`config.mk`:
```
export PLATFORM = sky130hd
export DESIGN_NAME = qds_front
export DESIGN_NICKNAME = d
export VERILOG_FILES = /design/src/rtl/core/quadratic_discriminant_solver_top_defines.svh /design/src/rtl/core/qds_pkg.sv /design/src/rtl/core/qds_front.sv
export SDC_FILE = /design/constraint.sdc
export NUM_CORES = 2
export LEC_CHECK = 0
export BUFFER_PORTS_ARGS = -buffer_cell sky130_fd_sc_hd__buf_2
export CAP_MARGIN = 40
export CORE_MARGIN = 2
export CORE_UTILIZATION = 30
export DETAILED_ROUTE_END_ITERATION = 12
export PLACE_DENSITY = 0.49
export SLEW_MARGIN = 10
export SYNTH_ARGS = -nofsm -noshare
export SYNTH_HDL_FRONTEND = slang
export SYNTH_SLANG_ARGS = --single-unit
```
`constraint.sdc`:
```
create_clock -name clk_i -period 20.8 [get_ports clk_i]
set_input_delay 1.04 -clock clk_i [delete_from_list [all_inputs] [get_ports clk_i]]
set_output_delay 1.04 -clock clk_i [all_outputs]
set_load 0.005 [all_outputs]
```
`src/rtl/core/quadratic_discriminant_solver_top_defines.svh`:
```
// Assertion helpers for the top-level file that checks this block.
`ifndef QUADRATIC_DISCRIMINANT_SOLVER_TOP_DEFINES_SVH
`define QUADRATIC_DISCRIMINANT_SOLVER_TOP_DEFINES_SVH

// Same-cycle implication, sampled on clk_i, off while rst_ni is low.
`define QDS_ASSERT_IMPL(lbl, ante, cons, msg) \
  lbl: assert property (@(posedge clk_i) disable iff (!rst_ni) (ante) |-> (cons)) \
    else $error(msg);

// Next-cycle implication, sampled on clk_i, off while rst_ni is low.
`define QDS_ASSERT_NEXT(lbl, ante, cons, msg) \
  lbl: assert property (@(posedge clk_i) disable iff (!rst_ni) (ante) |=> (cons)) \
    else $error(msg);

`endif

```
`src/rtl/core/qds_pkg.sv`:
```
package qds_pkg;

  // Field widths
  localparam int COEF_W    = 24;
  localparam int PROD_W    = 2 * COEF_W;
  localparam int DISC_W    = 2 * COEF_W + 3;
  localparam int TERM_W    = COEF_W + 1;
  localparam int ROOT_W    = COEF_W + 1;
  localparam int RAD_W     = 2 * ROOT_W;
  localparam int DEG_W     = 2;
  localparam int OUTC_W    = 3;

  // Square root pipeline: one result bit per stage
  localparam int SQ_STAGES = ROOT_W;

  // Queue between front and back
  localparam int Q_DEPTH   = 4;
  localparam int Q_PTR_W   = $clog2(Q_DEPTH);
  localparam int Q_CNT_W   = $clog2(Q_DEPTH + 1);

  // Stream payload layout
  localparam int IN_FIELDS_W  = 3 * COEF_W;
  localparam int IN_DATA_W    = ((IN_FIELDS_W + 7) / 8) * 8;
  localparam int OUT_FIELDS_W = DEG_W + OUTC_W + DISC_W + 4 * TERM_W;
  localparam int OUT_DATA_W   = ((OUT_FIELDS_W + 7) / 8) * 8;
  localparam int OFS_OUTC     = DEG_W;
  localparam int OFS_DISC     = OFS_OUTC + OUTC_W;
  localparam int OFS_ROOT     = OFS_DISC + DISC_W;

  // Degree codes
  localparam logic [DEG_W-1:0] DEG_CONST  = 2'd0;
  localparam logic [DEG_W-1:0] DEG_LINEAR = 2'd1;
  localparam logic [DEG_W-1:0] DEG_QUAD   = 2'd2;

  // Outcome codes
  localparam logic [OUTC_W-1:0] OUT_NO_REAL   = 3'd0;
  localparam logic [OUTC_W-1:0] OUT_DOUBLE    = 3'd1;
  localparam logic [OUTC_W-1:0] OUT_TWO_ROOTS = 3'd2;
  localparam logic [OUTC_W-1:0] OUT_LINEAR    = 3'd3;
  localparam logic [OUTC_W-1:0] OUT_ALL_REALS = 3'd4;
  localparam logic [OUTC_W-1:0] OUT_NONE      = 3'd5;

  // Classified item passed from front to back
  typedef struct packed {
    logic        [DEG_W-1:0]  degree;
    logic        [OUTC_W-1:0] outcome;
    logic signed [DISC_W-1:0] disc;
    logic signed [TERM_W-1:0] minus_b;
    logic signed [TERM_W-1:0] twice_a;
    logic signed [TERM_W-1:0] minus_c;
  } qds_item_t;

endpackage

```
`src/rtl/core/qds_front.sv`:
```
module qds_front
  import qds_pkg::*;
(
  input  logic                 clk_i,
  input  logic                 rst_ni,
  input  logic                 s_axis_tvalid_i,
  output logic                 s_axis_tready_o,
  // coef_a, coef_b, coef_c
  input  logic [IN_DATA_W-1:0] s_axis_tdata_i,
  input  logic                 q_full_i,
  output logic                 q_push_o,
  output qds_item_t            q_item_o
);

  logic adv;

  logic signed [COEF_W-1:0] coef_a, coef_b, coef_c;

  logic                     p_valid_q;
  logic signed [PROD_W-1:0] bb_q, ac_q;
  logic                     a_nz_q, b_nz_q, c_z_q;
  logic signed [TERM_W-1:0] minus_b_q, twice_a_q, minus_c_q;

  logic signed [DISC_W-1:0] disc_full;
  qds_item_t                item_d, item_q;
  logic                     d_valid_q;

  // Advance both stages unless a finished item cannot enter the queue
  assign adv             = !d_valid_q || !q_full_i;
  assign s_axis_tready_o = adv;

  assign coef_a = s_axis_tdata_i[COEF_W-1:0];
  assign coef_b = s_axis_tdata_i[2*COEF_W-1:COEF_W];
  assign coef_c = s_axis_tdata_i[3*COEF_W-1:2*COEF_W];

  // Stage valids for the product and discriminant stages
  always_ff @(posedge clk_i or negedge rst_ni) begin
    if (!rst_ni) begin
      p_valid_q <= 1'b0;
      d_valid_q <= 1'b0;
    end else if (adv) begin
      p_valid_q <= s_axis_tvalid_i;
      d_valid_q <= p_valid_q;
    end
  end

  // Product stage: squares, cross product and root terms
  always_ff @(posedge clk_i) begin
    if (adv) begin
      bb_q      <= PROD_W'(coef_b) * PROD_W'(coef_b);
      ac_q      <= PROD_W'(coef_a) * PROD_W'(coef_c);
      a_nz_q    <= coef_a != '0;
      b_nz_q    <= coef_b != '0;
      c_z_q     <= coef_c == '0;
      minus_b_q <= -{coef_b[COEF_W-1], coef_b};
      twice_a_q <= {coef_a, 1'b0};
      minus_c_q <= -{coef_c[COEF_W-1], coef_c};
    end
  end

  // Discriminant stage: b*b - 4ac and classification
  assign disc_full = {{(DISC_W-PROD_W){bb_q[PROD_W-1]}}, bb_q}
                   - {ac_q[PROD_W-1], ac_q, 2'b00};

  always_comb begin
    item_d.minus_b = minus_b_q;
    item_d.twice_a = twice_a_q;
    item_d.minus_c = minus_c_q;
    item_d.disc    = '0;
    if (a_nz_q) begin
      item_d.degree = DEG_QUAD;
      item_d.disc   = disc_full;
      if (disc_full[DISC_W-1]) begin
        item_d.outcome = OUT_NO_REAL;
      end else if (disc_full == '0) begin
        item_d.outcome = OUT_DOUBLE;
      end else begin
        item_d.outcome = OUT_TWO_ROOTS;
      end
    end else if (b_nz_q) begin
      item_d.degree  = DEG_LINEAR;
      item_d.outcome = OUT_LINEAR;
    end else begin
      item_d.degree  = DEG_CONST;
      item_d.outcome = c_z_q ? OUT_ALL_REALS : OUT_NONE;
    end
  end

  always_ff @(posedge clk_i) begin
    if (adv) begin
      item_q <= item_d;
    end
  end

  assign q_push_o = d_valid_q && !q_full_i;
  assign q_item_o = item_q;

endmodule

```
==> out/qor.txt <==
Die Span X: 429 um
Initial antenna violation count: 6
Vias per cell: 4.64
Post-synth EDFFs: 300
Layout net count: 7001
Post-synthesis area per instance: 10.1 um2
R2R depth: 12
CORE AREA: 179000 um2
Area Overhead vs Synth: 9.18%
Multi-input gate area: 39300 um2
Final wirelength: 145 mm
Status: complete, no violations
Post-route setup TNS: 0 ns
R2R setup slack: 15.92 ns
Commonest cells in the netlist: inv_1, fa_1, nand2_1, and2_1, ha_1
CTS root buffer: clkbuf_16
Post-synth ARST share: 0.662%
Most numerous cell on the critical path: inv_1
Reg2reg start: ac_q[25]
Starting Density: 30.3%
CTS sink count: 302
WS Path Type: input port to flip-flop
Mapped cell area: 54100 um2
Largest net degree at the start of global routing: 68
Die Y: 429 um
Cts repair resizes: 0
Row count: 155
CTS tree: built
Final hold viol count: 0
Most frequent cell after synthesis: inv_1
Max H-tree Level: 2
First-pass GRT wire length: 232 mm
Max frequency: 0.121 GHz
Period utilization: 39.9%
Slowest CP cell: fa_1
CP required: 21.17 ns
Crit path buf inv count: 9
Sequential fraction of the synthesis area: 16.7%
Synth warn: 0
Post-synth top area cell: fa_1
Critical R2R Capture: q_item_o[127]
Post-CTS Setup Bufs: 0
Slew Viols, Final: 0
DR iter-0 viols: 1743
Top Ports: 209
Die ar.: 184000 um2
Final-report setup violation count: 0
Hold-fix buffers, CTS: 0
Synth cell types: 100
Tot GR Track Use: 16.3%
CP Capture Type: flip-flop
Critical Path Source: s_axis_tdata_i[32]
Worst-margin pin slew: 0.843 ns
Top-area cell type share of the netlist area: 43.1%
Fillers: 18453
Max cap viols: 0
First-pass DRT Iterations: 5
Fraction of layout cells with a size suffix above 1: 6.37%
Final min period: 8.29 ns
Critical Path Stages: 27
DRC: 0
CTS Buffer Depth: 3
Via count: 36278
Global route overflow: 0
Clock transition at the registers of the reported paths: 0.05 ns
PortBufs: 206
Clock Latency Late Sink: 0.64 ns
RSZ-0062 raised after global routing: no
Dominant synthesized flop cell: edfxtp_1
Top cells by area, synth: fa_1, edfxtp_1, inv_1
Clock buffer count from CTS: 41
Fin Clk Skew: 0.0307 ns
Reg area: 9060 um2
Vias in the first global route: 40351
Worst setup path end: bb_q[46]
Placer Congestion: 0.874
Post-synthesis register bit count: 302
Avg WL per Cell: 18.6 um
Critical-path maximum fanout: 24
Worst relative slew slack: 43.8%
Hold Path Class: input port to async pin
Crit-path leading delay family: adder cells
Startpoint Class: input port
Routed Antenna Nets: 0
Synth Instances: 5371
Post-DP HPWL: 115 mm
Worst EP arrival: 8.66 ns
CP max stage delay: 0.61 ns
==> metal layers <==
| metal | global-route usage (%) | part of all wire (%) |
|---|---|---|
| met3 | 2.17 | 4.2 |
| met5 | 0 | 0.019 |
| met1 | 19.8 | 40 |
| met4 | 6.48 | 4.4 |
| met2 | 29.1 | 52 |
==> worst min path at each step <==
| stage | startpoint | endpoint | slack, ns | cells after the start |
|---|---|---|---|---|
| 2_1_floorplan | minus_c_q[0] | q_item_o[0] | 0.40 | 0 |
| 3_3_place_gp | minus_c_q[10] | q_item_o[10] | 0.40 | 0 |
| 3_5_place_dp | minus_c_q[12] | q_item_o[12] | 0.40 | 0 |
| 4_1_cts | rst_ni | p_valid_q | 0.11 | 1 |
| 5_1_grt | rst_ni | p_valid_q | 0.13 | 1 |
| 6_report | rst_ni | p_valid_q | 0.18 | 1 |
==> sequential cells by signal, summed over array words and instances, names as in the netlist <==
name	cells
b_nz_q	1
q_item_o	129
a_nz_q	1
minus_c_q	25
p_valid_q	1
d_valid_q	1
bb_q	47
c_z_q	1
twice_a_q	24
ac_q	48
minus_b_q	24
==> cell families after synthesis <==
logic type	share of synthesized area, %
AND/OR/NAND/NOR	12.5
other	0.00693
flip-flops	16.7
buffers and inverters	10.7
XOR/XNOR	3.11
adder cells (fa/ha/maj)	50.7
multiplexers	0.118
AO/OA/AOI/OAI	6.05
==> layout make-up <==
| type | count | area share, % |
|---|---|---|
| multi-input combinational | 3539 | 66.5 |
| sequential | 302 | 15.3 |
| inverter | 1317 | 8.37 |
| tap | 2355 | 4.99 |
| timing repair buffer | 230 | 2.15 |
| clock buffer | 44 | 1.79 |
| clock inverter | 30 | 0.871 |
| antenna | 5 | 0.0212 |
==> layout by cell type (no fill, tap or decap), drive strengths merged, types with 86 or more instances in the layout <==
| cell type | n |
|---|---|
| a21oi | 126 |
| and2 | 407 |
| buf | 230 |
| edfxtp | 300 |
| fa | 1165 |
| ha | 329 |
| inv | 1320 |
| nand2 | 549 |
| nor2 | 166 |
| o21ai | 86 |
| xnor2 | 135 |
==> metrics by stage <==
step | cell area, um2 | cells | setup WS (ns) | utilization, % | hold WS [ns]
2_1_floorplan | 54100 | 5372 | 12.31 | - | 0.400
3_3_place_gp | 57400 | 7737 | 11.99 | 32.1 | 0.401
3_5_place_dp | 57400 | 7741 | 11.89 | 32.1 | 0.405
4_1_cts | 59000 | 7815 | 12.56 | 33.0 | 0.111
5_1_grt | 59100 | 7818 | 12.06 | 33.0 | 0.134
6_report | 59100 | 7822 | 12.51 | 33.0 | 0.181
Power is left out: the tool's default activity adds up to more than one toggle a clock period on the data nets, which glitch-free logic cannot reach.
