## config.mk

```make
export PLATFORM = sky130hd
export DESIGN_NAME = qds_queue
export DESIGN_NICKNAME = d
export VERILOG_FILES = /design/src/rtl/core/quadratic_discriminant_solver_top_defines.svh /design/src/rtl/core/qds_pkg.sv /design/src/rtl/core/qds_queue.sv
export SDC_FILE = /design/constraint.sdc
export NUM_CORES = 1
export LEC_CHECK = 0
export BUFFER_PORTS_ARGS = -buffer_cell sky130_fd_sc_hd__buf_2
export CAP_MARGIN = 20
export CORE_MARGIN = 2
export CORE_UTILIZATION = 50
export DETAILED_ROUTE_END_ITERATION = 8
export GPL_TIMING_DRIVEN = 0
export PLACE_DENSITY = 0.71
export SYNTH_ARGS = -nofsm -noshare
export SYNTH_HDL_FRONTEND = slang
export SYNTH_SLANG_ARGS = --single-unit
```

## constraint.sdc

```tcl
create_clock -name clk_i -period 5.7 [get_ports clk_i]
set_input_delay 0.855 -clock clk_i [delete_from_list [all_inputs] [get_ports clk_i]]
set_output_delay 0.855 -clock clk_i [all_outputs]
set_load 0.03 [all_outputs]
```

## src/rtl/core/quadratic_discriminant_solver_top_defines.svh

```systemverilog
// Assertion helpers for the top-level file that checks this block.
`ifndef QUADRATIC_DISCRIMINANT_SOLVER_TOP_DEFINES_SVH
`define QUADRATIC_DISCRIMINANT_SOLVER_TOP_DEFINES_SVH

// Same-cycle implication, sampled on clk_i, off while rst_ni is low.
`define QDS_ASSERT_IMPL(lbl, ante, cons, msg) \
  lbl: assert property (@(posedge clk_i) disable iff (!rst_ni) (ante) |-> (cons)) \
    else $error(msg);

// Next-cycle implication, sampled on clk_i, off while rst_ni is low.
`define QDS_ASSERT_NEXT(lbl, ante, cons, msg) \
  lbl: assert property (@(posedge clk_i) disable iff (!rst_ni) (ante) |=> (cons)) \
    else $error(msg);

`endif

```

## src/rtl/core/qds_pkg.sv

```systemverilog
package qds_pkg;

  // Field widths
  localparam int COEF_W    = 24;
  localparam int PROD_W    = 2 * COEF_W;
  localparam int DISC_W    = 2 * COEF_W + 3;
  localparam int TERM_W    = COEF_W + 1;
  localparam int ROOT_W    = COEF_W + 1;
  localparam int RAD_W     = 2 * ROOT_W;
  localparam int DEG_W     = 2;
  localparam int OUTC_W    = 3;

  // Square root pipeline: one result bit per stage
  localparam int SQ_STAGES = ROOT_W;

  // Queue between front and back
  localparam int Q_DEPTH   = 4;
  localparam int Q_PTR_W   = $clog2(Q_DEPTH);
  localparam int Q_CNT_W   = $clog2(Q_DEPTH + 1);

  // Stream payload layout
  localparam int IN_FIELDS_W  = 3 * COEF_W;
  localparam int IN_DATA_W    = ((IN_FIELDS_W + 7) / 8) * 8;
  localparam int OUT_FIELDS_W = DEG_W + OUTC_W + DISC_W + 4 * TERM_W;
  localparam int OUT_DATA_W   = ((OUT_FIELDS_W + 7) / 8) * 8;
  localparam int OFS_OUTC     = DEG_W;
  localparam int OFS_DISC     = OFS_OUTC + OUTC_W;
  localparam int OFS_ROOT     = OFS_DISC + DISC_W;

  // Degree codes
  localparam logic [DEG_W-1:0] DEG_CONST  = 2'd0;
  localparam logic [DEG_W-1:0] DEG_LINEAR = 2'd1;
  localparam logic [DEG_W-1:0] DEG_QUAD   = 2'd2;

  // Outcome codes
  localparam logic [OUTC_W-1:0] OUT_NO_REAL   = 3'd0;
  localparam logic [OUTC_W-1:0] OUT_DOUBLE    = 3'd1;
  localparam logic [OUTC_W-1:0] OUT_TWO_ROOTS = 3'd2;
  localparam logic [OUTC_W-1:0] OUT_LINEAR    = 3'd3;
  localparam logic [OUTC_W-1:0] OUT_ALL_REALS = 3'd4;
  localparam logic [OUTC_W-1:0] OUT_NONE      = 3'd5;

  // Classified item passed from front to back
  typedef struct packed {
    logic        [DEG_W-1:0]  degree;
    logic        [OUTC_W-1:0] outcome;
    logic signed [DISC_W-1:0] disc;
    logic signed [TERM_W-1:0] minus_b;
    logic signed [TERM_W-1:0] twice_a;
    logic signed [TERM_W-1:0] minus_c;
  } qds_item_t;

endpackage

```

## src/rtl/core/qds_queue.sv

```systemverilog
module qds_queue
  import qds_pkg::*;
(
  input  logic      clk_i,
  input  logic      rst_ni,
  input  logic      push_i,
  input  qds_item_t item_i,
  input  logic      pop_i,
  output qds_item_t item_o,
  output logic      full_o,
  output logic      empty_o
);

  qds_item_t          mem_q [Q_DEPTH];
  logic [Q_PTR_W-1:0] wr_ptr_q, rd_ptr_q;
  logic [Q_CNT_W-1:0] cnt_q;

  function automatic logic [Q_PTR_W-1:0] ptr_inc(input logic [Q_PTR_W-1:0] p);
    ptr_inc = (p == Q_PTR_W'(Q_DEPTH - 1)) ? '0 : p + 1'b1;
  endfunction

  // Pointers and fill count
  always_ff @(posedge clk_i or negedge rst_ni) begin
    if (!rst_ni) begin
      wr_ptr_q <= '0;
      rd_ptr_q <= '0;
      cnt_q    <= '0;
    end else begin
      if (push_i) begin
        wr_ptr_q <= ptr_inc(wr_ptr_q);
      end
      if (pop_i) begin
        rd_ptr_q <= ptr_inc(rd_ptr_q);
      end
      if (push_i && !pop_i) begin
        cnt_q <= cnt_q + 1'b1;
      end else if (pop_i && !push_i) begin
        cnt_q <= cnt_q - 1'b1;
      end
    end
  end

  // Store the pushed item
  always_ff @(posedge clk_i) begin
    if (push_i) begin
      mem_q[wr_ptr_q] <= item_i;
    end
  end

  assign item_o  = mem_q[rd_ptr_q];
  assign full_o  = cnt_q == Q_CNT_W'(Q_DEPTH);
  assign empty_o = cnt_q == '0;

endmodule

```

==> results of run 1 <==
## cell type report
class	count	area [sq um]
flip-flops and latches	531	15900
well taps	511	639
multi-input cells	157	3180
plain buffers	30	204
clock buffers	57	1340
fillers	2643	14600
diodes	3	7.51
clock inverters	39	355
repair buffers	275	1560
inverters	4	15.0
## power breakdown
part	leakage, nW	switching, mW	internal [mW]
registers	4.90	0.133	5.00
clock network	0.837	1.38	2.00
logic	2.22	2.76	1.58
## kinds of logic (layout without fill, tap and decap cells)
group	Yosys count	after routing	share of synthesized area (%)
xor gates and xnor gates	3	3	0.136
AOI/OAI and AO/OA	2	2	0.0519
DFF	531	531	82.4
buffers and inverters	34	405	1.13
and+or+nand+nor	11	11	0.292
other	0	3	0
muxes	134	134	15.5
adders and majority gates	7	7	0.493
## flip-flops by register name, indices dropped and copies added, names as in the netlist
register  cells
cnt_q         3
rd_ptr_q      2
mem_q       524
wr_ptr_q      2
## how the worst max path moves through the flow
stage                                  from                      to  slack [ns]  cells after the start
floorplan                            push_i   mem_q[2][0]$_DFFE_PP_        1.34                      1
global placement                     push_i  mem_q[1][82]$_DFFE_PP_       -1.39                      2
detailed placement  rd_ptr_q[1]$_DFFE_PN0P_              item_o[46]        2.92                      5
CTS                 rd_ptr_q[1]$_DFFE_PN0P_              item_o[46]        2.28                      5
global route        rd_ptr_q[1]$_DFFE_PN0P_              item_o[46]        2.25                      5
finish              rd_ptr_q[1]$_DFFE_PN0P_              item_o[46]        2.44                      5
## cells in the final DEF (no fill, tap or decap)
cell,instances
sky130_fd_sc_hd__xnor2_1,1
sky130_fd_sc_hd__buf_2,283
sky130_fd_sc_hd__xor2_1,2
sky130_fd_sc_hd__nand2_1,2
sky130_fd_sc_hd__clkinv_2,14
sky130_fd_sc_hd__bufinv_16,7
sky130_fd_sc_hd__inv_1,4
sky130_fd_sc_hd__fa_1,1
sky130_fd_sc_hd__clkbuf_1,8
sky130_fd_sc_hd__diode_2,3
sky130_fd_sc_hd__o21ai_0,2
sky130_fd_sc_hd__ha_1,6
sky130_fd_sc_hd__edfxtp_1,524
sky130_fd_sc_hd__dfrtp_1,7
sky130_fd_sc_hd__clkinvlp_4,2
sky130_fd_sc_hd__mux4_2,131
sky130_fd_sc_hd__nor2_1,3
sky130_fd_sc_hd__and2_4,4
sky130_fd_sc_hd__clkbuf_16,53
sky130_fd_sc_hd__buf_6,9
sky130_fd_sc_hd__clkinv_1,16
sky130_fd_sc_hd__mux2_2,3
sky130_fd_sc_hd__buf_16,8
sky130_fd_sc_hd__nor3b_1,1
sky130_fd_sc_hd__nor3_1,1
sky130_fd_sc_hd__buf_4,1
## critical path: stages, from the launching register on
cell and delay, ns:
sky130_fd_sc_hd__dfrtp_1 0.36, sky130_fd_sc_hd__buf_2 0.22, sky130_fd_sc_hd__buf_2 0.33, sky130_fd_sc_hd__buf_2 0.37
sky130_fd_sc_hd__mux4_2 0.35, sky130_fd_sc_hd__buf_2 0.20
## stage by stage
stage / power, mW / area (sq um) / instances / hold slack, ns / setup TNS [ns]
floorplan: 8.37 / 19300 / 722 / 0.456 / 0
global placement: 9.67 / 21300 / 1500 / 0.473 / -690.08
detailed placement: 9.63 / 21500 / 1508 / 0.479 / 0
CTS: 13.0 / 23200 / 1604 / 0.0807 / 0
global route: 13.4 / 23200 / 1604 / 0.0868 / 0
finish: 12.8 / 23200 / 1607 / 0.111 / 0
## routing by layer
metal	routed length, um	GRT usage (%)	vias to the layer above
met3	3080	7.01	70
met4	751	4.87	10
met1	15300	25.3	4539
met5	60	0	-
met2	17300	28.4	270
li1	-	-	3798
==> results.txt, run 1 <==
----------------------------------------------------
[GRT]
  Maximum number of pins on one net before global-route repair ... 58
  Remaining global-route overflow ... 0
  Initial antenna violation count ... 7
  Vias in the first global route ... 9086
  Global-route wire length before repair ... 55900 um
  Overall routing resource usage ... 18.5%

[Floorplan]
  Height of the chip ... 200 um
  Placeable core area ... 0.0378 sq mm
  Effective utilization at floorplan ... 51.0%
  Floorplan die area ... 0.0402 sq mm
  Chip Width ... 200 um
  Site Rows ... 71
  Number of top-level design ports ... 268

[CTS]
  Number of buffers on the longest clock path ... 3
  CTS tree ... done
  Number of hold-repair buffers added at the cts stage ... 0
  Root buffer cell ... sky130_fd_sc_hd__clkbuf_16
  Insertion delay to the later sink of the worst-skew pair ... 0.57 ns
  Post-cts repair resize count ... 0
  Clock H-tree levels ... 2
  Clk slew on worst S/H paths ... 0.06 ns
  Number of buffers added for setup after CTS ... 0
  Total number of clock tree sinks ... 531
  Number of clock buffers inserted by TritonCTS ... 52

[Drt]
  Total detailed-routing wirelength ... 36500 um
  Iter 0 DRT Violations ... 610
  Pre-antenna DRT Iters ... 5
  Total number of vias ... 8687
  Vias per cell ... 5.41
  Average wire per standard cell ... 22.7 um
  # DRC ... 0
  Antenna Violating Nets Remaining ... 0

[STA]
  Slew of the pin with the lowest slew margin ... 0.707 ns
  Headroom to the max-slew limit ... 52.9%
  Count of endpoints failing setup in the final report ... 0
  Upper clock frequency limit ... 0.307 GHz
  Final worst-path cycle share ... 57.2%
  Final critical path time including I/O delays and setup ... 3.26 ns
  Final critical-path setup slack ... 2.44 ns
  Clock Skews ... 0.0111 ns
  Setup repair after global routing missed its margin ... no
  Final hold violation count ... 0
  Fin. max-slew vios ... 0

[Worst setup path]
  Critical register-to-register path endpoint ... mem_q[2][85]$_DFFE_PP_
  Category of the most critical setup path ... flop to output port
  Type of destination of the critical path ... output port
  R2R depth ... 4
  CP Max Fanout ... 10
  Worst setup SP type ... flop
  Register-to-Register Setup Slack ... 3.79 ns
  Critical path required time ... 4.85 ns
  Crit path DAT ... 2.41 ns
  Reg-to-Reg Start ... wr_ptr_q[0]$_DFFE_PN0P_

[Power]
  Lkg Pwr ... 7.96 nW
  VDD IR-drop max ... 0.445 mV
  Power density of the placed cells ... 553 mW/mm^2

[Worst hold path]
  Class of the worst hold path ... input port to asynchronous set/reset pin

[Placement]
  I/O Buffers ... 267
  Gp weighted congestion ... 0.698
  Placement-stage worst setup slack ... 2.92 ns
  Detailed placement HPWL ... 22900 um

[Final layout]
  Nets@finish ... 1193
  Final core utilization ... 61.3%
  Area added between synthesis and finish ... 20.3%
  Share of post-route cells with drive strength above 1 ... 47.1%

[Logic synthesis]
  Sequential-to-total area share from yosys stat ... 82.4%
  Post-Syn Nets ... 864
  Leading cell types by count after synthesis ... sky130_fd_sc_hd__edfxtp_1, sky130_fd_sc_hd__mux4_2, sky130_fd_sc_hd__buf_2, sky130_fd_sc_hd__buf_6, sky130_fd_sc_hd__dfrtp_1
  Mean post-synth cell area ... 26.7 sq um
  Mapped Cells ... 722
  Distinct cell type count after synthesis ... 19
  Share of the synthesized area in the top cell type ... 81.5%
  Number of synthesized flops with an enable pin ... 524
  Most frequent cell after synthesis ... sky130_fd_sc_hd__edfxtp_1
  Cell area after synthesis ... 0.0193 sq mm
  Post-synthesis sequential element count ... 531
  Primary FF master, synth ... sky130_fd_sc_hd__edfxtp_1
  Leading post-synthesis cells by cell area ... sky130_fd_sc_hd__edfxtp_1, sky130_fd_sc_hd__mux4_2, sky130_fd_sc_hd__dfrtp_1
  Synth async-reset ratio ... 1.32%
  Synthesis warning total ... 0
  Cell accounting for the most synthesized area ... sky130_fd_sc_hd__edfxtp_1

[Status]
  Run status ... complete, no violations

[Job]
  Number of violations of the max-capacitance limit ... 0

----------------------------------------------------
Power figures use the tool's default switching activity.
==> run 2, diff against run 1 <==
- clock period: 5.7 -> 3.2 ns (I/O delays scaled with it)
==> run 2 against run 1 <==
Sequential share of layout area increased by 0.33 points. Sequential cell count unchanged. Highest routed layer unchanged. Core utilization decreased by 0.29 points. Critical endpoint is now item_o[48]. Largest cell class unchanged. Setup slack got worse by 2.1 ns. Routed wire length increased by 1.1%. Combinational power increased by 79%.
==> results.txt, run 2 (synthesized netlist as in run 1, its figures left out) <==
----------------------------------------------------
[GRT]
  Busiest grt layer ... met2
  Overall routing resource usage ... 18.6%
  Vias in the first global route ... 9243
  Met2 Use GR ... 29.6%
  Remaining global-route overflow ... 0
  Met1 GRT Util ... 24.6%
  Maximum number of pins on one net before global-route repair ... 58
  Initial antenna violation count ... 3
  Global-route wire length before repair ... 55900 um
  Met3 Resource Use GR ... 5.89%

[Drt]
  Iter 0 DRT Violations ... 695
  Average wire per standard cell ... 23.0 um
  # DRC ... 0
  Antenna Violating Nets Remaining ... 0
  Pre-antenna DRT Iters ... 6
  Total detailed-routing wirelength ... 36900 um
  Total number of vias ... 8737
  Vias per cell ... 5.44

[Worst hold path]
  Hold path startpoint ... item_i[13]
  Class of the worst hold path ... input port to flop
  Worst hold endpoint ... mem_q[1][13]$_DFFE_PP_
  Count of cells along the worst hold path ... 1

[Final layout]
  Post-route design area ... 0.0231 sq mm
  Flip-flop count of the largest register, all copies and words added ... 524
  Final core utilization ... 61.0%
  Share of post-route cells with drive strength above 1 ... 46.3%
  Post-route non-filler standard cell count ... 1606
  Area added between synthesis and finish ... 19.7%
  Reg with most FFs ... mem_q
  Top flop regs ... mem_q x524, cnt_q x3
  Most used cells in the layout excluding fill and tap cells ... sky130_fd_sc_hd__edfxtp_1, sky130_fd_sc_hd__buf_2, sky130_fd_sc_hd__mux4_2
  Nets@finish ... 1194
  Most frequent standard cell in the layout excluding fill and tap cells ... sky130_fd_sc_hd__edfxtp_1

[Floorplan]
  Chip Width ... 200 um
  Floorplan die area ... 0.0402 sq mm
  Site Rows ... 71
  Height of the chip ... 200 um
  Number of top-level design ports ... 268
  Placeable core area ... 0.0378 sq mm
  Effective utilization at floorplan ... 51.0%

[STA]
  Slew of the pin with the lowest slew margin ... 0.779 ns
  Final hold violation count ... 0
  Headroom to the max-slew limit ... 48.1%
  Final critical path time including I/O delays and setup ... 2.89 ns
  Fin. max-slew vios ... 0
  Setup repair after global routing missed its margin ... no
  Worst hold margin ... 0.112 ns
  Final critical-path setup slack ... 0.315 ns
  Clock Skews ... 0.0128 ns
  Count of endpoints failing setup in the final report ... 0
  Final worst-path cycle share ... 90.2%
  Upper clock frequency limit ... 0.347 GHz
  Setup_tns ... 0 ns

[CTS]
  Number of buffers on the longest clock path ... 3
  Clk slew on worst S/H paths ... 0.06 ns
  Clock H-tree levels ... 2
  Number of hold-repair buffers added at the cts stage ... 1
  Root buffer cell ... sky130_fd_sc_hd__clkbuf_16
  Number of buffers added for setup after CTS ... 0
  Insertion delay to the later sink of the worst-skew pair ... 0.58 ns
  Post-cts repair resize count ... 0
  Number of clock buffers inserted by TritonCTS ... 52
  Total number of clock tree sinks ... 531
  CTS tree ... done

[Worst setup path]
  Crit path DAT ... 2.41 ns
  Worst setup SP type ... flop
  R2R depth ... 5
  Critical path required time ... 2.72 ns
  CP Max Fanout ... 10
  Reg-to-Reg Start ... wr_ptr_q[0]$_DFFE_PN0P_
  Critical register-to-register path endpoint ... mem_q[2][73]$_DFFE_PP_
  Category of the most critical setup path ... flop to output port
  Type of destination of the critical path ... output port
  Register-to-Register Setup Slack ... 0.89 ns

[Placement]
  I/O Buffers ... 267
  Placement-stage worst setup slack ... 0.812 ns
  Cells after DPL ... 1508
  Cell Area, Placed ... 0.0215 sq mm
  Detailed placement HPWL ... 23100 um
  Gp weighted congestion ... 0.716

[Job]
  Number of violations of the max-capacitance limit ... 0

[Status]
  Run status ... complete, no violations

[Power]
  Pwr Total ... 22.5 mW
  VDD IR-drop max ... 0.608 mV
  Power density of the placed cells ... 975 mW/mm^2
  Lkg Pwr ... 7.89 nW

----------------------------------------------------
run 2: cell types whose count changed in the layout (fill, tap and decap cells not counted):
cell and delta:
sky130_fd_sc_hd__clkbuf_1 +11, sky130_fd_sc_hd__clkbuf_16 -1, sky130_fd_sc_hd__bufinv_16 -4, sky130_fd_sc_hd__clkinv_1 -4, sky130_fd_sc_hd__inv_6 +2, sky130_fd_sc_hd__dlygate4sd3_1 +1
sky130_fd_sc_hd__clkinv_2 -7, sky130_fd_sc_hd__clkinv_8 +1
run 2: critical path, cell delays in order (launching register included):
cell                      delay [ns]
sky130_fd_sc_hd__dfrtp_1        0.34
sky130_fd_sc_hd__buf_2          0.22
sky130_fd_sc_hd__buf_2          0.33
sky130_fd_sc_hd__buf_2          0.36
sky130_fd_sc_hd__mux4_2         0.36
sky130_fd_sc_hd__buf_2          0.21
run 2: metal layers:
layer	wire length (um)	part of all wire [%]
met2	18000	49
met5	27	0.073
met1	14700	40
met4	915	2.5
met3	3220	8.7
run 2: final cells by class:
| cell class | instances | area [sq um] |
|---|---|---|
| Sequential cell | 531 | 15900 |
| Multi-Input combinational cell | 157 | 3180 |
| Fill cell | 2649 | 14700 |
| Buffer | 30 | 204 |
| Clock inverter | 27 | 219 |
| Tap cell | 511 | 639 |
| Antenna cell | 3 | 7.51 |
| Inverter | 4 | 15.0 |
| Clock buffer | 67 | 1360 |
| Timing Repair Buffer | 276 | 1570 |
run 2: how the worst max path moves through the flow:
stage / from / to / slack, ns / cells after the start
after floorplan: wr_ptr_q[0]$_DFFE_PN0P_ / mem_q[2][0]$_DFFE_PP_ / 0.52 / 3
after global placement: push_i / mem_q[0][72]$_DFFE_PP_ / -0.78 / 2
after detailed placement: push_i / mem_q[2][72]$_DFFE_PP_ / 0.81 / 4
after CTS: rd_ptr_q[1]$_DFFE_PN0P_ / item_o[48] / 0.19 / 5
after global routing: rd_ptr_q[1]$_DFFE_PN0P_ / item_o[48] / 0.15 / 5
final: rd_ptr_q[1]$_DFFE_PN0P_ / item_o[48] / 0.31 / 5
run 2: power breakdown:
| part | switching, mW | total (mW) | internal [mW] |
|---|---|---|---|
| sequential | 0.246 | 9.15 | 8.90 |
| combinational | 4.92 | 7.73 | 2.81 |
| clock | 2.42 | 5.65 | 3.23 |
| total | 7.59 | 22.5 | 14.9 |
==> run 3, diff against run 2 <==
- CTS_BUF_LIST: unset -> sky130_fd_sc_hd__clkbuf_8 sky130_fd_sc_hd__clkbuf_16
==> run 3 against run 2 <==
Combinational power about the same. Routed wire length about the same. Cell count unchanged. Via count increased by 0.10%. Largest cell class unchanged. Sequential power about the same. Die area unchanged. Sequential cell count unchanged. Clock power about the same. Count of clock-buffer cells in the layout decreased by 15. Fmax increased by 0.17%. First-iteration DRC count increased by 1.7%.
==> results.txt, run 3 (synthesized netlist as in run 1, its figures left out) <==
----------------------------------------------------
[CTS]
  Root buffer cell ... sky130_fd_sc_hd__clkbuf_16
  Number of buffers on the longest clock path ... 3
  CTS tree ... done
  Clock H-tree levels ... 2
  Total number of clock tree sinks ... 531
  Clk slew on worst S/H paths ... 0.06 ns
  Insertion delay to the later sink of the worst-skew pair ... 0.58 ns
  Number of clock buffers inserted by TritonCTS ... 52
  Number of buffers added for setup after CTS ... 0

[Floorplan]
  Chip Width ... 200 um
  Height of the chip ... 200 um
  Site Rows ... 71
  Number of top-level design ports ... 268
  Effective utilization at floorplan ... 51.0%
  Floorplan die area ... 0.0402 sq mm
  Placeable core area ... 0.0378 sq mm

[GRT]
  Vias in the first global route ... 9244
  Remaining global-route overflow ... 0
  Maximum number of pins on one net before global-route repair ... 58
  Global-route wire length before repair ... 55900 um
  Initial antenna violation count ... 3
  Overall routing resource usage ... 18.6%

[Drt]
  Antenna Violating Nets Remaining ... 0
  Pre-antenna DRT Iters ... 5
  Vias per cell ... 5.45
  Total detailed-routing wirelength ... 36900 um
  # DRC ... 0
  Iter 0 DRT Violations ... 707
  Average wire per standard cell ... 23.0 um
  Total number of vias ... 8746

[Final layout]
  Top flop regs ... mem_q x524, cnt_q x3
  Nets@finish ... 1194
  Area added between synthesis and finish ... 19.7%
  Most frequent standard cell in the layout excluding fill and tap cells ... sky130_fd_sc_hd__edfxtp_1
  Most used cells in the layout excluding fill and tap cells ... sky130_fd_sc_hd__edfxtp_1, sky130_fd_sc_hd__buf_2, sky130_fd_sc_hd__mux4_2
  Flip-flop count of the largest register, all copies and words added ... 524
  Share of post-route cells with drive strength above 1 ... 46.3%
  Reg with most FFs ... mem_q
  Post-route design area ... 0.0231 sq mm

[Worst hold path]
  Class of the worst hold path ... input port to flop

[Status]
  Run status ... complete, no violations

[STA]
  Final worst-path cycle share ... 90.0%
  Upper clock frequency limit ... 0.347 GHz
  Headroom to the max-slew limit ... 48.3%
  Clock Skews ... 0.0148 ns
  Worst hold margin ... 0.111 ns
  Final hold violation count ... 0
  Setup repair after global routing missed its margin ... no
  Slew of the pin with the lowest slew margin ... 0.775 ns
  Final critical path time including I/O delays and setup ... 2.88 ns
  Setup_tns ... 0 ns
  Fin. max-slew vios ... 0
  Count of endpoints failing setup in the final report ... 0

[Worst setup path]
  Kind of cell adding the most delay to the critical path ... buffers and inverters
  Crit path DAT ... 2.40 ns
  Total buffers and inverters traversed by the critical path ... 4
  Crit-path slowest cell ... sky130_fd_sc_hd__buf_2
  Critical-path cell list ... buf_2 > buf_2 > buf_2 > mux4_2 > buf_2
  Category of the most critical setup path ... flop to output port
  Critical path required time ... 2.72 ns
  CP Max Fanout ... 10
  Worst setup SP type ... flop
  Type of destination of the critical path ... output port
  Longest individual stage delay on the worst path ... 0.36 ns
  Cell with the most instances on the worst path ... sky130_fd_sc_hd__buf_2

[Placement]
  I/O Buffers ... 267
  Cell Area, Placed ... 0.0215 sq mm
  Detailed placement HPWL ... 23100 um
  Gp weighted congestion ... 0.716

[Power]
  Lkg Pwr ... 7.95 nW
  VDD IR-drop max ... 0.608 mV
  Power density of the placed cells ... 974 mW/mm^2

[Job]
  Number of violations of the max-capacitance limit ... 0

----------------------------------------------------
==> run 3: changes by cell type in the layout (fill, tap and decap cells not counted) <==
cell                       delta
sky130_fd_sc_hd__clkbuf_1    -15
sky130_fd_sc_hd__inv_1       +15
==> run 3: cell type report <==
class	count	area [sq um]
flip-flops and latches	531	15900
fillers	2649	14700
multi-input cells	157	3180
repair buffers	276	1570
clock buffers	52	1300
well taps	511	639
clock inverters	42	275
plain buffers	30	204
inverters	4	15.0
diodes	3	7.51
==> run 3: report_power, final <==
| group | internal [mW] | switching [mW] | leakage [nW] | total [mW] |
|---|---|---|---|---|
| clock network | 3.18 | 2.43 | 0.826 | 5.62 |
| logic | 2.81 | 4.91 | 2.23 | 7.72 |
| registers | 8.90 | 0.246 | 4.90 | 9.15 |
| total | 14.9 | 7.60 | 7.95 | 22.5 |
==> run 3: path summary, 6_finish.rpt <==
check	slack, ns	depth (start not counted)	start	endpoint
worst max-delay path	0.32	5	rd_ptr_q[1]$_DFFE_PN0P_	item_o[48]
worst min-delay path	0.11	1	item_i[13]	mem_q[0][13]$_DFFE_PP_
worst max register to register	0.90	5	wr_ptr_q[0]$_DFFE_PN0P_	mem_q[2][73]$_DFFE_PP_
worst min register to register	0.49	1	cnt_q[2]$_DFFE_PN0P_	cnt_q[2]$_DFFE_PN0P_
max in group asynchronous	2.75	2	rst_ni	wr_ptr_q[0]$_DFFE_PN0P_
min in group asynchronous	0.29	2	rst_ni	rd_ptr_q[0]$_DFFE_PN0P_
==> run 3: repair_timing <==
| item | 4_1_cts | 5_1_grt |
|---|---|---|
| hold buffers | 1 | 0 |
| hold endpoints to repair | 7 | 0 |
| resized for setup | 0 | 0 |
==> run 3: stage by stage <==
step                utilization (%)  setup slack, ns  cells  power (mW)
floorplan                         -            0.525    722        14.8
global placement               56.2           -0.779   1500        17.0
detailed placement             56.8            0.812   1508        17.1
CTS                            61.0            0.190   1603        22.8
global route                   61.0            0.145   1603        23.5
finish                         61.0            0.320   1606        22.5
==> run 3: per-layer routing <==
metal | vias up | share of wire [%] | GRT usage [%]
li1 | 3800 | - | -
met1 | 4559 | 40 | 24.7
met2 | 319 | 49 | 29.6
met3 | 64 | 8.8 | 5.89
met4 | 4 | 2.5 | 6.24
met5 | - | 0.073 | 0
